`src/rtl/dbq_pkg.sv`:
```
package dbq_pkg;

  localparam int SAMPLE_W = 16;
  localparam int COEF_W   = 18;
  localparam int FRAC_W   = 16;
  localparam int PROD_W   = SAMPLE_W + COEF_W;
  localparam int ACC_W    = PROD_W + 4;
  localparam int CFG_IDX_W = 3;

  typedef logic signed [SAMPLE_W-1:0] sample_t;
  typedef logic signed [COEF_W-1:0]   coef_t;
  typedef logic [CFG_IDX_W-1:0]       cfg_idx_t;

  // Register indexes on the configuration port
  localparam cfg_idx_t CFG_B0  = 3'd0;
  localparam cfg_idx_t CFG_B1  = 3'd1;
  localparam cfg_idx_t CFG_B2  = 3'd2;
  localparam cfg_idx_t CFG_A1  = 3'd3;
  localparam cfg_idx_t CFG_A2  = 3'd4;
  localparam cfg_idx_t CFG_DEC = 3'd5;

  // Notch defaults, Q2.16
  localparam coef_t B0_RST = 18'sd60255;
  localparam coef_t B1_RST = -18'sd119731;
  localparam coef_t B2_RST = 18'sd60255;
  localparam coef_t A1_RST = -18'sd119731;
  localparam coef_t A2_RST = 18'sd54973;
  localparam logic  DEC_RST = 1'b1;

  localparam logic [1:0] PASS_CNT = 2'd2;

  typedef struct packed {
    coef_t b0;
    coef_t b1;
    coef_t b2;
    coef_t a1;
    coef_t a2;
    logic  decimate_enable;
  } cfg_t;

  typedef struct packed {
    sample_t x;
    sample_t x1;
    sample_t x2;
    sample_t y1;
    sample_t y2;
  } taps_t;

endpackage

```
`src/rtl/dbq_cfg_regs.sv`:
```
module dbq_cfg_regs (
  input  logic               clk,
  input  logic               rst_n,
  input  logic               wr_en,
  input  dbq_pkg::cfg_idx_t  wr_index,
  input  dbq_pkg::coef_t     wr_data,
  output dbq_pkg::cfg_t      cfg
);

  dbq_pkg::cfg_t cfg_r;
  dbq_pkg::cfg_t cfg_nxt;

  always_comb begin
    cfg_nxt = cfg_r;
    if (wr_en) begin
      unique case (wr_index)
        dbq_pkg::CFG_B0:  cfg_nxt.b0 = wr_data;
        dbq_pkg::CFG_B1:  cfg_nxt.b1 = wr_data;
        dbq_pkg::CFG_B2:  cfg_nxt.b2 = wr_data;
        dbq_pkg::CFG_A1:  cfg_nxt.a1 = wr_data;
        dbq_pkg::CFG_A2:  cfg_nxt.a2 = wr_data;
        dbq_pkg::CFG_DEC: cfg_nxt.decimate_enable = wr_data[0];
        default: ; // unmapped index: ignored
      endcase
    end
  end

  always_ff @(posedge clk) begin
    if (!rst_n) begin
      cfg_r.b0 <= dbq_pkg::B0_RST;
      cfg_r.b1 <= dbq_pkg::B1_RST;
      cfg_r.b2 <= dbq_pkg::B2_RST;
      cfg_r.a1 <= dbq_pkg::A1_RST;
      cfg_r.a2 <= dbq_pkg::A2_RST;
      cfg_r.decimate_enable <= dbq_pkg::DEC_RST;
    end else begin
      cfg_r <= cfg_nxt;
    end
  end

  assign cfg = cfg_r;

endmodule

```
`config.mk`:
```
export PLATFORM = sky130hd
export DESIGN_NAME = dbq_cfg_regs
export DESIGN_NICKNAME = d
export VERILOG_FILES = /design/src/rtl/dbq_pkg.sv /design/src/rtl/dbq_cfg_regs.sv
export SDC_FILE = /design/constraint.sdc
export NUM_CORES = 1
export LEC_CHECK = 0
export ABC_CLOCK_PERIOD_IN_PS = 1600
export CORE_MARGIN = 4
export CORE_UTILIZATION = 62
export DETAILED_ROUTE_END_ITERATION = 7
export DONT_BUFFER_PORTS = 1
export GPL_ROUTABILITY_DRIVEN = 0
export PLACE_DENSITY = 0.84
export SETUP_SLACK_MARGIN = 0.4
export SYNTH_ARGS = -nofsm -noshare
export SYNTH_HDL_FRONTEND = slang
export SYNTH_SLANG_ARGS = --single-unit
```
`constraint.sdc`:
```
create_clock -name clk -period 1.6 [get_ports clk]
set_input_delay 0.16 -clock clk [delete_from_list [all_inputs] [get_ports clk]]
set_output_delay 0.16 -clock clk [all_outputs]
set_load 0.05 [all_outputs]
```
# Word level (Yosys, flattened, before mapping)
# Index checks and enable logic that the tools add are counted.
[word_totals]
ff_bits = 91
input_bits = 24
[op_classes]
n_eq_ne = 5
n_reduce_logical = 7
[op_table]
columns = ["op", "n"]
rows = [
  ["$reduce_and A2 Y1", 6],
  ["$eq A3 B2 Y1 const B", 2],
  ["$eq A3 B3 Y1 const B", 2],
  ["$eq A3 B1 Y1 const B", 1],
  ["$logic_not A3 Y1", 1],
]

# Longest topological paths before layout
# Gate-level depths: netlist (run 1).
[depth]
depth_word = 2
mapped_depth = 5
depth_no_buf = 2

# Least setup slack after synthesis (run 1)
# No wires, ideal clock.
[synth_path]
kind = "input -> register"
startpoint = "input wr_index[0]"
endpoint = "register cfg_r, in the netlist cfg[84]"
arrival_time_ns = 1.187
slack_ns = 0.286
path_stages = 5
path_buffers = 3
path_cell_list = "buf_4 or4b_1 buf_2 buf_6 mux2i_1"
[synth_via]
elab_chain_cells = 2
[synth_rtl]
columns = ["item", "line_no", "source"]
rows = [
  ["start: declaration", "dbq_cfg_regs.sv:5", "input dbq_pkg::cfg_idx_t wr_index,"],
  ["$logic_not A3 Y1", "dbq_cfg_regs.sv:16", "unique case (wr_index)"],
  ["$reduce_and A2 Y1 (no line)", "n/a", ""],
  ["end signal: assignment", "dbq_cfg_regs.sv:37", "cfg_r <= cfg_nxt;"],
  ["end: declaration", "dbq_cfg_regs.sv:10", "dbq_pkg::cfg_t cfg_r;"],
]
# Every way passes these cells.
# A chain may end at the register's enable or synchronous reset.

# Worst setup path in the final report (run 1)
[layout_path]
startpoint = "register cfg_r, in the netlist cfg[56]"
endpoint = "output cfg[56] in the netlist's numbering"
[layout_rtl]
columns = ["item", "line_no", "source"]
rows = [
  ["end: declaration", "dbq_cfg_regs.sv:7", "output dbq_pkg::cfg_t cfg"],
]
# No word-level cell between the ends.

==> results.json, run 1 <==
{
  "synth_top_family_by_area": "multiplexers",
  "syn-cell-area_um2": 3620,
  "yosys.cell_types.count": 13,
  "worstPathRequired_ns": 1.44,
  "min_from": "rst_n",
  "synthSimpleGateAreaFrac": 0.207,
  "crit_path_end_kind": "output pin",
  "final_cells": 485,
  "relSlewSlack": 0.600,
  "routed_wl_um": 8680,
  "synthAdderAreaFrac": 0,
  "largest_register_ffs": 91,
  "max-vdd-ir-drop_mv": 0.752,
  "synth_xor_area_frac": 0,
  "status": "finished clean",
  "drive_gt1_frac": 0.211,
  "numPortBuffers": 0,
  "insertion_delay_ns": 0.34,
  "place_area_um2": 4040,
  "netSwitchingFraction": 0.246,
  "core_area_um2": 5570,
  "grt_pass1_vias": 2712,
  "setup_viol": 0,
  "grt-ovfl-total": 0,
  "synth_mux_area_frac": 0.252,
  "power.leakage_uw": 0.00203,
  "intPower_uw": 3360,
  "critPathLaunchType": "flop",
  "cap_violations": 0,
  "yosysSeqAreaShare": 0.503,
  "synth_nets": 367,
  "min-delay-path-class": "input port to flop",
  "setup-tns-final_ns": 0,
  "grt_util_met2": 0.425,
  "fp.dieW_um": 84.4,
  "postCtsSetupBuffers": 0,
  "synthCells": 343,
  "diodes": 0,
  "power_frac_clock": 0.366,
  "grt_busiest_layer": "met2",
  "synth_ff_type": "dfxtp_1",
  "antenna_found_initial": 0,
  "path_max_fanout": 2,
  "dp_cells": 447,
  "cts_buffer_depth": 2,
  "combPwrFrac": 0.092,
  "synthTopCellsByCount": "dfxtp_1 (91), mux2i_1 (91), nor2b_1 (69), nand2_1 (54), clkbuf_1 (16)",
  "cts_tree": "done",
  "dr_total_vias": 2612,
  "synthArstFlopShare": 0,
  "die_area_um2": 7130,
  "yosys-top-cells-area": "dfxtp_1 (50%), mux2i_1 (25%), nor2b_1 (12%)",
  "synth_top_cell_area_share": 0.503,
  "postRouteAntennaNets": 0,
  "cellPowerDensity_nw_per_um2": 991,
  "synth_area_per_cell_um2": 10.6,
  "net-switching-power_uw": 1090,
  "path_class": "flop to output pin",
  "finalInstanceArea_um2": 4490,
  "reg2reg_from": "cfg[42]",
  "ys.warnings.count": 0,
  "first_pass_iters": 4,
  "grt_use_total": 0.248,
  "final.period_utilization": 0.732,
  "met3_usage": 0.0942,
  "cts_htree_levels": 3,
  "final_nets": 432,
  "clkSinkCount": 91,
  "cts_made_buffers": 9,
  "drc_errors": 0,
  "fmax_mhz": 854,
  "syn_to_final_growth_pct": 24.1,
  "synth_seq_cells": 91,
  "timing_hold_violations_final": 0,
  "grt_pass1_wl_um": 14000,
  "rows": 27,
  "rsz0062_at_grt": "false",
  "drv_slew": 0,
  "pin_count": 115,
  "synth_area_leader_cell": "dfxtp_1",
  "cp_data_arrival_time_ns": 1.01,
  "routedWlPerCell_um": 17.9,
  "die_y_um": 84.4,
  "grt_max_degree": 87,
  "met1_usage": 0.280,
  "synth-edff-count": 0,
  "cts_root_buf": "clkbuf_8",
  "drtIter0Drc": 134,
  "startpoint": "cfg[56]",
  "finClkSkew_ns": 0,
  "start_util": 0.649,
  "layout_min_cycle_time_ns": 1.17,
  "synth_compound_area_frac": 0,
  "hpwlAfterDp_um": 5650,
  "viasPerCell": 5.39,
  "seq_power_share": 0.542,
  "worst_pin_slew_ns": 0.597,
  "path_clk_slew_ns": 0.08
}
[stage by stage]
stage,total power (uW),setup WS [ns],utilization,hold slack (ns)
2_1_floorplan,2770,0.303,-,0.302
3_3_place_gp,2800,0.413,0.724,0.305
3_5_place_dp,2810,0.402,0.724,0.315
4_1_cts,4470,0.400,0.805,0.00116
5_1_grt,4610,0.399,0.806,0.00494
6_report,4450,0.429,0.806,0.00150
[layer usage]
layer	vias up	share of wire
li1	1262	-
met1	1244	0.39
met2	91	0.50
met3	15	0.094
met4	0	0.019
met5	-	0
[final cells by class]
type	count	area, um2
flip-flops and latches	91	1830
multi-input cells	224	1680
well taps	72	90.1
clock inverters	6	80.1
repair buffers	82	686
fillers	369	1080
clock buffers	10	128
[repair_timing]
item | CTS | global route
resized for setup | 0 | 11
setup endpoints to repair | 0 | 12
hold endpoints to repair | 47 | 0
hold buffers | 23 | 0
[path summary, 6_finish.rpt]
| check | cells past startpoint | slack [ns] | to |
|---|---|---|---|
| min reg2reg | 2 | 0.46 | cfg[33] |
| max reg2reg | 3 | 0.48 | cfg[42] |
| min | 2 | 0.001 | cfg[14] |
| max | 0 | 0.43 | cfg[56] |
[power groups by stage]
stage	clock network [uW]	logic (uW)	registers (uW)
floorplan	0	202	2570
detailed placement	0	347	2470
CTS	1650	409	2410
finish	1630	408	2410
global placement	0	340	2460
global route	1760	432	2420
[worst register-to-register path, stage by stage, from the launching register on]
cell	delay [ns]
dfxtp_1	0.34
nand2_1	0.05
dlygate4sd3_1	0.55
mux2i_1	0.12
[logic make-up after synthesis]
logic type	Yosys count
DFF	91
and+or+nand+nor	133
buffers and inverters	28
muxes	91
[cell usage in the layout, fill, tap and decap left out, types with 2 or more instances in the layout]
cell type / instances
nand4b_1: 2
nand4bb_1: 3
nand2_1: 54
clkbuf_8: 9
bufinv_16: 2
dfxtp_1: 82
mux2i_1: 91
dlygate4sd3_1: 19
nor4bb_1: 2
dlymetal6s4s_1: 2
clkinv_2: 4
buf_4: 60
nor2b_1: 69
dfxtp_2: 9
Power figures use the tool's default switching activity.
==> run 2: changes to the inputs <==
--- a/config.mk
+++ b/config.mk
@@ -5,7 +5,7 @@
 export SDC_FILE = /design/constraint.sdc
 export NUM_CORES = 1
 export LEC_CHECK = 0
-export ABC_CLOCK_PERIOD_IN_PS = 1600
+export ABC_CLOCK_PERIOD_IN_PS = 1100
 export CORE_MARGIN = 4
 export CORE_UTILIZATION = 62
 export DETAILED_ROUTE_END_ITERATION = 7
==> constraint.sdc (replaced) <==
create_clock -name clk -period 1.1 [get_ports clk]
set_input_delay 0.11 -clock clk [delete_from_list [all_inputs] [get_ports clk]]
set_output_delay 0.11 -clock clk [all_outputs]
set_load 0.05 [all_outputs]
==> run 2 against run 1 <==
  * The run now fails in 4_1_cts
  * Synthesized cell count did not move
  * Area after synthesis did not move
==> results.json, run 2 <==
{
  "pin_count": 115,
  "hold_buffers": 13,
  "synthTopCellsByCount": "dfxtp_1 (91), mux2i_1 (91), nor2b_1 (69), nand2_1 (54), clkbuf_1 (16)",
  "start_util": 0.649,
  "synth_ff_type": "dfxtp_1",
  "cts_buffer_depth": 2,
  "status": "stopped before the end",
  "rows": 27,
  "synthArstFlopShare": 0,
  "postCtsSetupBuffers": 15,
  "synth_area_per_cell_um2": 10.6,
  "synth-edff-count": 0,
  "yosysSeqAreaShare": 0.503,
  "cts_resized": 169,
  "synth_area_leader_cell": "dfxtp_1",
  "numPortBuffers": 0,
  "clkSinkCount": 91,
  "cts_htree_levels": 3,
  "synth_top_cell_area_share": 0.503,
  "cts_made_buffers": 9,
  "ys.warnings.count": 0,
  "hpwlAfterDp_um": 6040,
  "synth_nets": 367,
  "tool.error": "[ERROR DPL-0033] detailed placement checks failed during check placement.",
  "synth_seq_cells": 91,
  "yosys.cell_types.count": 13,
  "fp.dieW_um": 84.4,
  "syn-cell-area_um2": 3620,
  "haltStage": "4_1_cts",
  "cts_root_buf": "clkbuf_8",
  "yosys-top-cells-area": "dfxtp_1 (50%), mux2i_1 (25%), nor2b_1 (12%)",
  "die_y_um": 84.4,
  "synthCells": 343
}
[run 2: kinds of logic after synthesis]
family / after synthesis / synth area share
buf+inv: 28 / 0.0380
mux: 91 / 0.252
flops: 91 / 0.503
simple gates: 133 / 0.207
[run 2: through the flow]
stage                     cell area [um2]  setup TNS (ns)  utilization  cells  setup WS [ns]
after floorplan                      3810           -1.47            -    343         -0.147
after global placement               4450         -0.0367        0.799    485       -0.00691
after detailed placement             4450          -0.138        0.799    485        -0.0257
==> run 3: changes to the inputs <==
--- a/config.mk
+++ b/config.mk
@@ -7,12 +7,11 @@
 export LEC_CHECK = 0
 export ABC_CLOCK_PERIOD_IN_PS = 1100
 export CORE_MARGIN = 4
-export CORE_UTILIZATION = 62
+export CORE_UTILIZATION = 40
 export DETAILED_ROUTE_END_ITERATION = 7
 export DONT_BUFFER_PORTS = 1
 export GPL_ROUTABILITY_DRIVEN = 0
-export PLACE_DENSITY = 0.84
-export SETUP_SLACK_MARGIN = 0.4
+export PLACE_DENSITY_LB_ADDON = 0.15
 export SYNTH_ARGS = -nofsm -noshare
 export SYNTH_HDL_FRONTEND = slang
 export SYNTH_SLANG_ARGS = --single-unit
==> run 3 against run 2 <==
  * The flow now finishes, with violations (hold timing)
==> results.json, run 3 (synthesis results as in run 1) <==
{
  "antenna_found_initial": 0,
  "drc_errors": 0,
  "cts_made_buffers": 9,
  "largest_register_ffs": 91,
  "finalPower_uw": 6310,
  "grt_pass1_vias": 2564,
  "critPathMaxStageDelay_ns": 0.37,
  "crit_chain": "buf_4",
  "rows": 34,
  "timing_hold_violations_final": 43,
  "final_common_cell": "buf_4",
  "fillers": 806,
  "met2_length_um": 4140,
  "place_ws_ns": -0.0185,
  "grt-ovfl-total": 0,
  "dr_total_vias": 2619,
  "grt_pass1_wl_um": 13100,
  "setup-tns-final_ns": 0,
  "path_class": "flop to output pin",
  "final_cell_mix": "buf_4 (98), mux2i_1 (91), dfxtp_1 (91), nor2b_1 (69), nand2_1 (54)",
  "wl_met3_um": 704,
  "final_cells": 558,
  "numPortBuffers": 0,
  "worst_pin_slew_ns": 0.425,
  "max-vdd-ir-drop_mv": 0.832,
  "cts_resized": 0,
  "cts_buffer_depth": 2,
  "setup_slack_ns": 0.0624,
  "core_area_um2": 8760,
  "path_delay_family": "flip-flops",
  "dp_cells": 522,
  "drv_slew": 0,
  "drive_gt1_frac": 0.253,
  "cellPowerDensity_nw_per_um2": 1320,
  "routedWlPerCell_um": 15.3,
  "wl_met1_um": 3620,
  "fmax_mhz": 964,
  "cpMaxStageDelayCell": "dfxtp_1",
  "cap_violations": 0,
  "layout_min_cycle_time_ns": 1.04,
  "fp.dieW_um": 103,
  "final.period_utilization": 0.943,
  "place_area_um2": 4390,
  "die_y_um": 103,
  "ff_latch_area_um2": 1820,
  "cts_root_buf": "clkbuf_8",
  "die_area_um2": 10600,
  "clkSinkCount": 91,
  "status": "finished, violations left",
  "multiInputGateArea_um2": 1680,
  "postCtsSetupBuffers": 0,
  "violations": "hold timing",
  "start_util": 0.413,
  "postRouteAntennaNets": 0,
  "routed_wl_um": 8540,
  "path_buf_inv": 1,
  "drtIter0Drc": 48,
  "power.leakage_uw": 0.00220,
  "min-delay-path-class": "input port to flop",
  "first_pass_iters": 4,
  "grt_use_total": 0.161,
  "worstPathRequired_ns": 0.99,
  "grt_max_degree": 124,
  "diodes": 0,
  "cp_data_arrival_time_ns": 0.93,
  "critPathLaunchType": "flop",
  "hold_buffers": 19,
  "insertion_delay_ns": 0.34,
  "viasPerCell": 4.69,
  "path_clk_slew_ns": 0.09,
  "final_nets": 469,
  "path_max_fanout": 2,
  "crit_path_end_kind": "output pin",
  "rsz0062_at_grt": "false",
  "hold_ws_ns": -0.0783,
  "cts_htree_levels": 3,
  "cts_tree": "done",
  "routed.top_layer": "met4",
  "syn_to_final_growth_pct": 31.9,
  "finalInstanceArea_um2": 4770,
  "hpwlAfterDp_um": 6010,
  "finClkSkew_ns": 0,
  "setup_viol": 0,
  "pin_count": 115,
  "relSlewSlack": 0.716
}
run 3: metal layers:
| layer | track usage | up-vias |
|---|---|---|
| met4 | 0.0359 | 0 |
| met1 | 0.191 | 1205 |
| met5 | 0 | - |
| met2 | 0.273 | 79 |
| met3 | 0.0656 | 5 |
| li1 | - | 1330 |
run 3: area by class of cell:
type                    instances  share of cell area
repair buffers                119               0.200
multi-input cells             224               0.351
clock buffers                  12              0.0283
clock inverters                 4              0.0107
flip-flops and latches         91               0.382
well taps                     108              0.0283
run 3: power breakdown:
group / switching (uW) / internal, uW
logic: 429 / 284
clock network: 1130 / 1060
registers: 39.8 / 3370
total: 1600 / 4700
run 3: path summary, 6_finish.rpt:
path / to / start / slack, ns / cells past startpoint
setup / recovery: cfg[5] / cfg[5] / 0.06 / 1
hold / removal: cfg[18] / rst_n / -0.08 / 2
hold reg to reg: cfg[20] / cfg[20] / 0.46 / 2
setup reg to reg: cfg[43] / cfg[43] / 0.44 / 2
run 3: per-stage QoR:
stage / utilization / hold slack [ns]
3_5_place_dp: 0.501 / 0.269
2_1_floorplan: - / 0.252
3_3_place_gp: 0.501 / 0.255
4_1_cts: 0.544 / -0.106
5_1_grt: 0.545 / -0.0984
6_report: 0.545 / -0.0783
==> run 4: changes to the inputs <==
--- a/config.mk
+++ b/config.mk
@@ -5,6 +5,7 @@
 export SDC_FILE = /design/constraint.sdc
 export NUM_CORES = 1
 export LEC_CHECK = 0
+export ABC_AREA = 1
 export ABC_CLOCK_PERIOD_IN_PS = 1100
 export CORE_MARGIN = 4
 export CORE_UTILIZATION = 40
@@ -12,6 +13,7 @@
 export DONT_BUFFER_PORTS = 1
 export GPL_ROUTABILITY_DRIVEN = 0
 export PLACE_DENSITY_LB_ADDON = 0.15
+export SLEW_MARGIN = 0
 export SYNTH_ARGS = -nofsm -noshare
 export SYNTH_HDL_FRONTEND = slang
 export SYNTH_SLANG_ARGS = --single-unit
==> run 4 against run 3 <==
  * Critical path depth up 6
  * Final cell count up 26%
  * Core utilization up 4.6 points
  * Area after synthesis down 5.4%
  * Via count up 32%
  * Worst hold slack worse by 0.072 ns
  * Count of clock-buffer cells in the layout down 2
  * The run still ends with hold timing left
  * First-iteration DRC count rose to 3.9 times the previous value
  * Total power up 14%
  * Critical path type is now input port to flop
  * Largest cell class unchanged
  * Register-to-register slack better by 0.04 ns
==> results.json, run 4 <==
{
  "ys.warnings.count": 0,
  "grt_pass1_vias": 3401,
  "drv_slew": 0,
  "crit_path_end_kind": "flop",
  "drtIter0Drc": 186,
  "synth_most_common_cell": "nand2_1",
  "path_max_fanout": 5,
  "yosys.cell_types.count": 15,
  "cts_htree_levels": 3,
  "yosys-top-cells-area": "dfxtp_1 (53%), nand2_1 (17%), nand3_1 (13%)",
  "status": "finished, violations left",
  "synth_compound_area_frac": 0.00146,
  "cts_tree": "done",
  "max-vdd-ir-drop_mv": 0.678,
  "synth_top_family_by_area": "simple AND/OR/NAND/NOR gates",
  "cp_data_arrival_time_ns": 1.30,
  "fmax_mhz": 948,
  "die_y_um": 101,
  "syn_to_final_growth_pct": 42.3,
  "synth_xor_area_frac": 0,
  "drive_gt1_frac": 0.219,
  "synthTopCellsByCount": "nand2_1 (151), dfxtp_1 (91), nand3_1 (89), nor2_1 (80), inv_1 (15)",
  "grt_max_degree": 92,
  "clkSinkCount": 91,
  "synth_nets": 489,
  "fp.dieW_um": 101,
  "power.leakage_uw": 0.00232,
  "synth_top_cell_area_share": 0.532,
  "synth_seq_cells": 91,
  "synthCells": 465,
  "hpwlAfterDp_um": 7270,
  "dr_total_vias": 3445,
  "cts_root_buf": "clkbuf_8",
  "path_class": "input port to flop",
  "grt-ovfl-total": 0,
  "worstPathRequired_ns": 1.35,
  "synth_ff_type": "dfxtp_1",
  "setup-tns-final_ns": 0,
  "layout_min_cycle_time_ns": 1.05,
  "finClkSkew_ns": 0,
  "finalInstanceArea_um2": 4880,
  "cellPowerDensity_nw_per_um2": 1480,
  "worst_pin_slew_ns": 0.464,
  "synthAdderAreaFrac": 0,
  "violations": "hold timing",
  "critPathLaunchType": "input port",
  "final_common_cell": "nand2_1",
  "path_clk_slew_ns": 0.08,
  "core_area_um2": 8260,
  "synth_mux_area_frac": 0,
  "synth_area_per_cell_um2": 7.37,
  "postRouteAntennaNets": 0,
  "synth-edff-count": 0,
  "rows": 33,
  "synthSimpleGateAreaFrac": 0.412,
  "routedWlPerCell_um": 14.9,
  "largest_register_ffs": 91,
  "grt_use_total": 0.212,
  "cap_violations": 0,
  "insertion_delay_ns": 0.35,
  "syn-cell-area_um2": 3430,
  "timing_hold_violations_final": 52,
  "grt_pass1_wl_um": 16800,
  "routed_wl_um": 10500,
  "synthArstFlopShare": 0,
  "synth_area_leader_cell": "dfxtp_1",
  "relSlewSlack": 0.690,
  "diodes": 0,
  "final_nets": 618,
  "final.period_utilization": 0.959,
  "drc_errors": 0,
  "start_util": 0.415,
  "viasPerCell": 4.90,
  "place_area_um2": 4230,
  "numPortBuffers": 0,
  "hold_buffers": 39,
  "antenna_found_initial": 0,
  "fillers": 813,
  "die_area_um2": 10100,
  "hold_ws_ns": -0.150,
  "cts_buffer_depth": 2,
  "min-delay-path-class": "input port to flop",
  "final_cell_mix": "nand2_1 (151), buf_4 (99), dfxtp_1 (91), nand3_1 (89), nor2_1 (78)",
  "pin_count": 115,
  "yosysSeqAreaShare": 0.532,
  "setup_viol": 0,
  "cts_made_buffers": 9,
  "first_pass_iters": 4
}
-- run 4: changes by cell type after synthesis, sizes merged, moves of 2 or more --
cell     delta
buf         +6
nand3      +89
nand3b      +3
inv        +18
nand4bb     -3
clkbuf     -10
nand4b      -2
nand2      +98
nor2       +87
mux2i      -91
nor4bb      -3
nor2b      -69
-- run 4: per-layer routing --
metal	up-vias	global-route usage	share of wire	wire length [um]
met5	-	0	0	0
met4	0	0.0591	0.010	106
met3	11	0.0727	0.097	1020
met2	122	0.346	0.47	4900
met1	1596	0.267	0.43	4470
li1	1716	-	-	-
-- run 4: final cells by class --
cell class                      count  area, um2  share of cell area
Sequential cell                    91       1820               0.374
Inverter                           18       67.6              0.0139
Tap cell                          105        131              0.0269
Clock buffer                       10        128              0.0262
Timing Repair Buffer              142       1200               0.247
Clock inverter                      5        103              0.0210
Multi-Input combinational cell    332       1420               0.291
-- run 4: worst paths after layout --
check / cells after the start / startpoint / slack (ns) / end
setup / recovery: 7 / wr_index[0] / 0.05 / cfg[69]
hold / removal: 1 / rst_n / -0.15 / cfg[46]
setup reg to reg: 2 / cfg[0] / 0.48 / cfg[0]
hold reg to reg: 2 / cfg[19] / 0.47 / cfg[19]
-- run 4: report_power, final --
part | total, uW | switching (uW) | internal, uW
clock network | 2610 | 1120 | 1490
registers | 3480 | 67.3 | 3410
logic | 1120 | 721 | 398
-- run 4: metrics by stage --
stage | power (uW) | std cells | util | hold slack, ns | setup WS, ns
finish | 7210 | 703 | 0.590 | -0.150 | 0.0452
global route | 7510 | 703 | 0.590 | -0.163 | -0.00493
CTS | 7250 | 701 | 0.588 | -0.167 | 0.0408
detailed placement | 4550 | 647 | 0.512 | 0.206 | -0.0206
global placement | 4530 | 647 | 0.512 | 0.201 | 0.0211
floorplan | 4300 | 465 | - | 0.223 | 0.198
-- run 4: cell families after synthesis --
logic type / after synthesis
AO/OA/AOI/OAI: 1
buffers and inverters: 42
AND/OR/NAND/NOR: 331
flip-flops: 91
-- run 4: repair_timing --
action / in CTS / in global routing
endpoints found under the hold margin: 91 / 52
setup endpoints to repair: 0 / 5
setup buffers: 0 / 1
resized for setup: 0 / 3
-- run 4: critical path, cell delays in order --
cell             delay (ns)
inv_1                  0.05
nor2_2                 0.13
clkdlybuf4s15_2        0.28
nand3_1                0.10
nand2_1                0.07
dlygate4sd3_1          0.53
nor2_1                 0.04
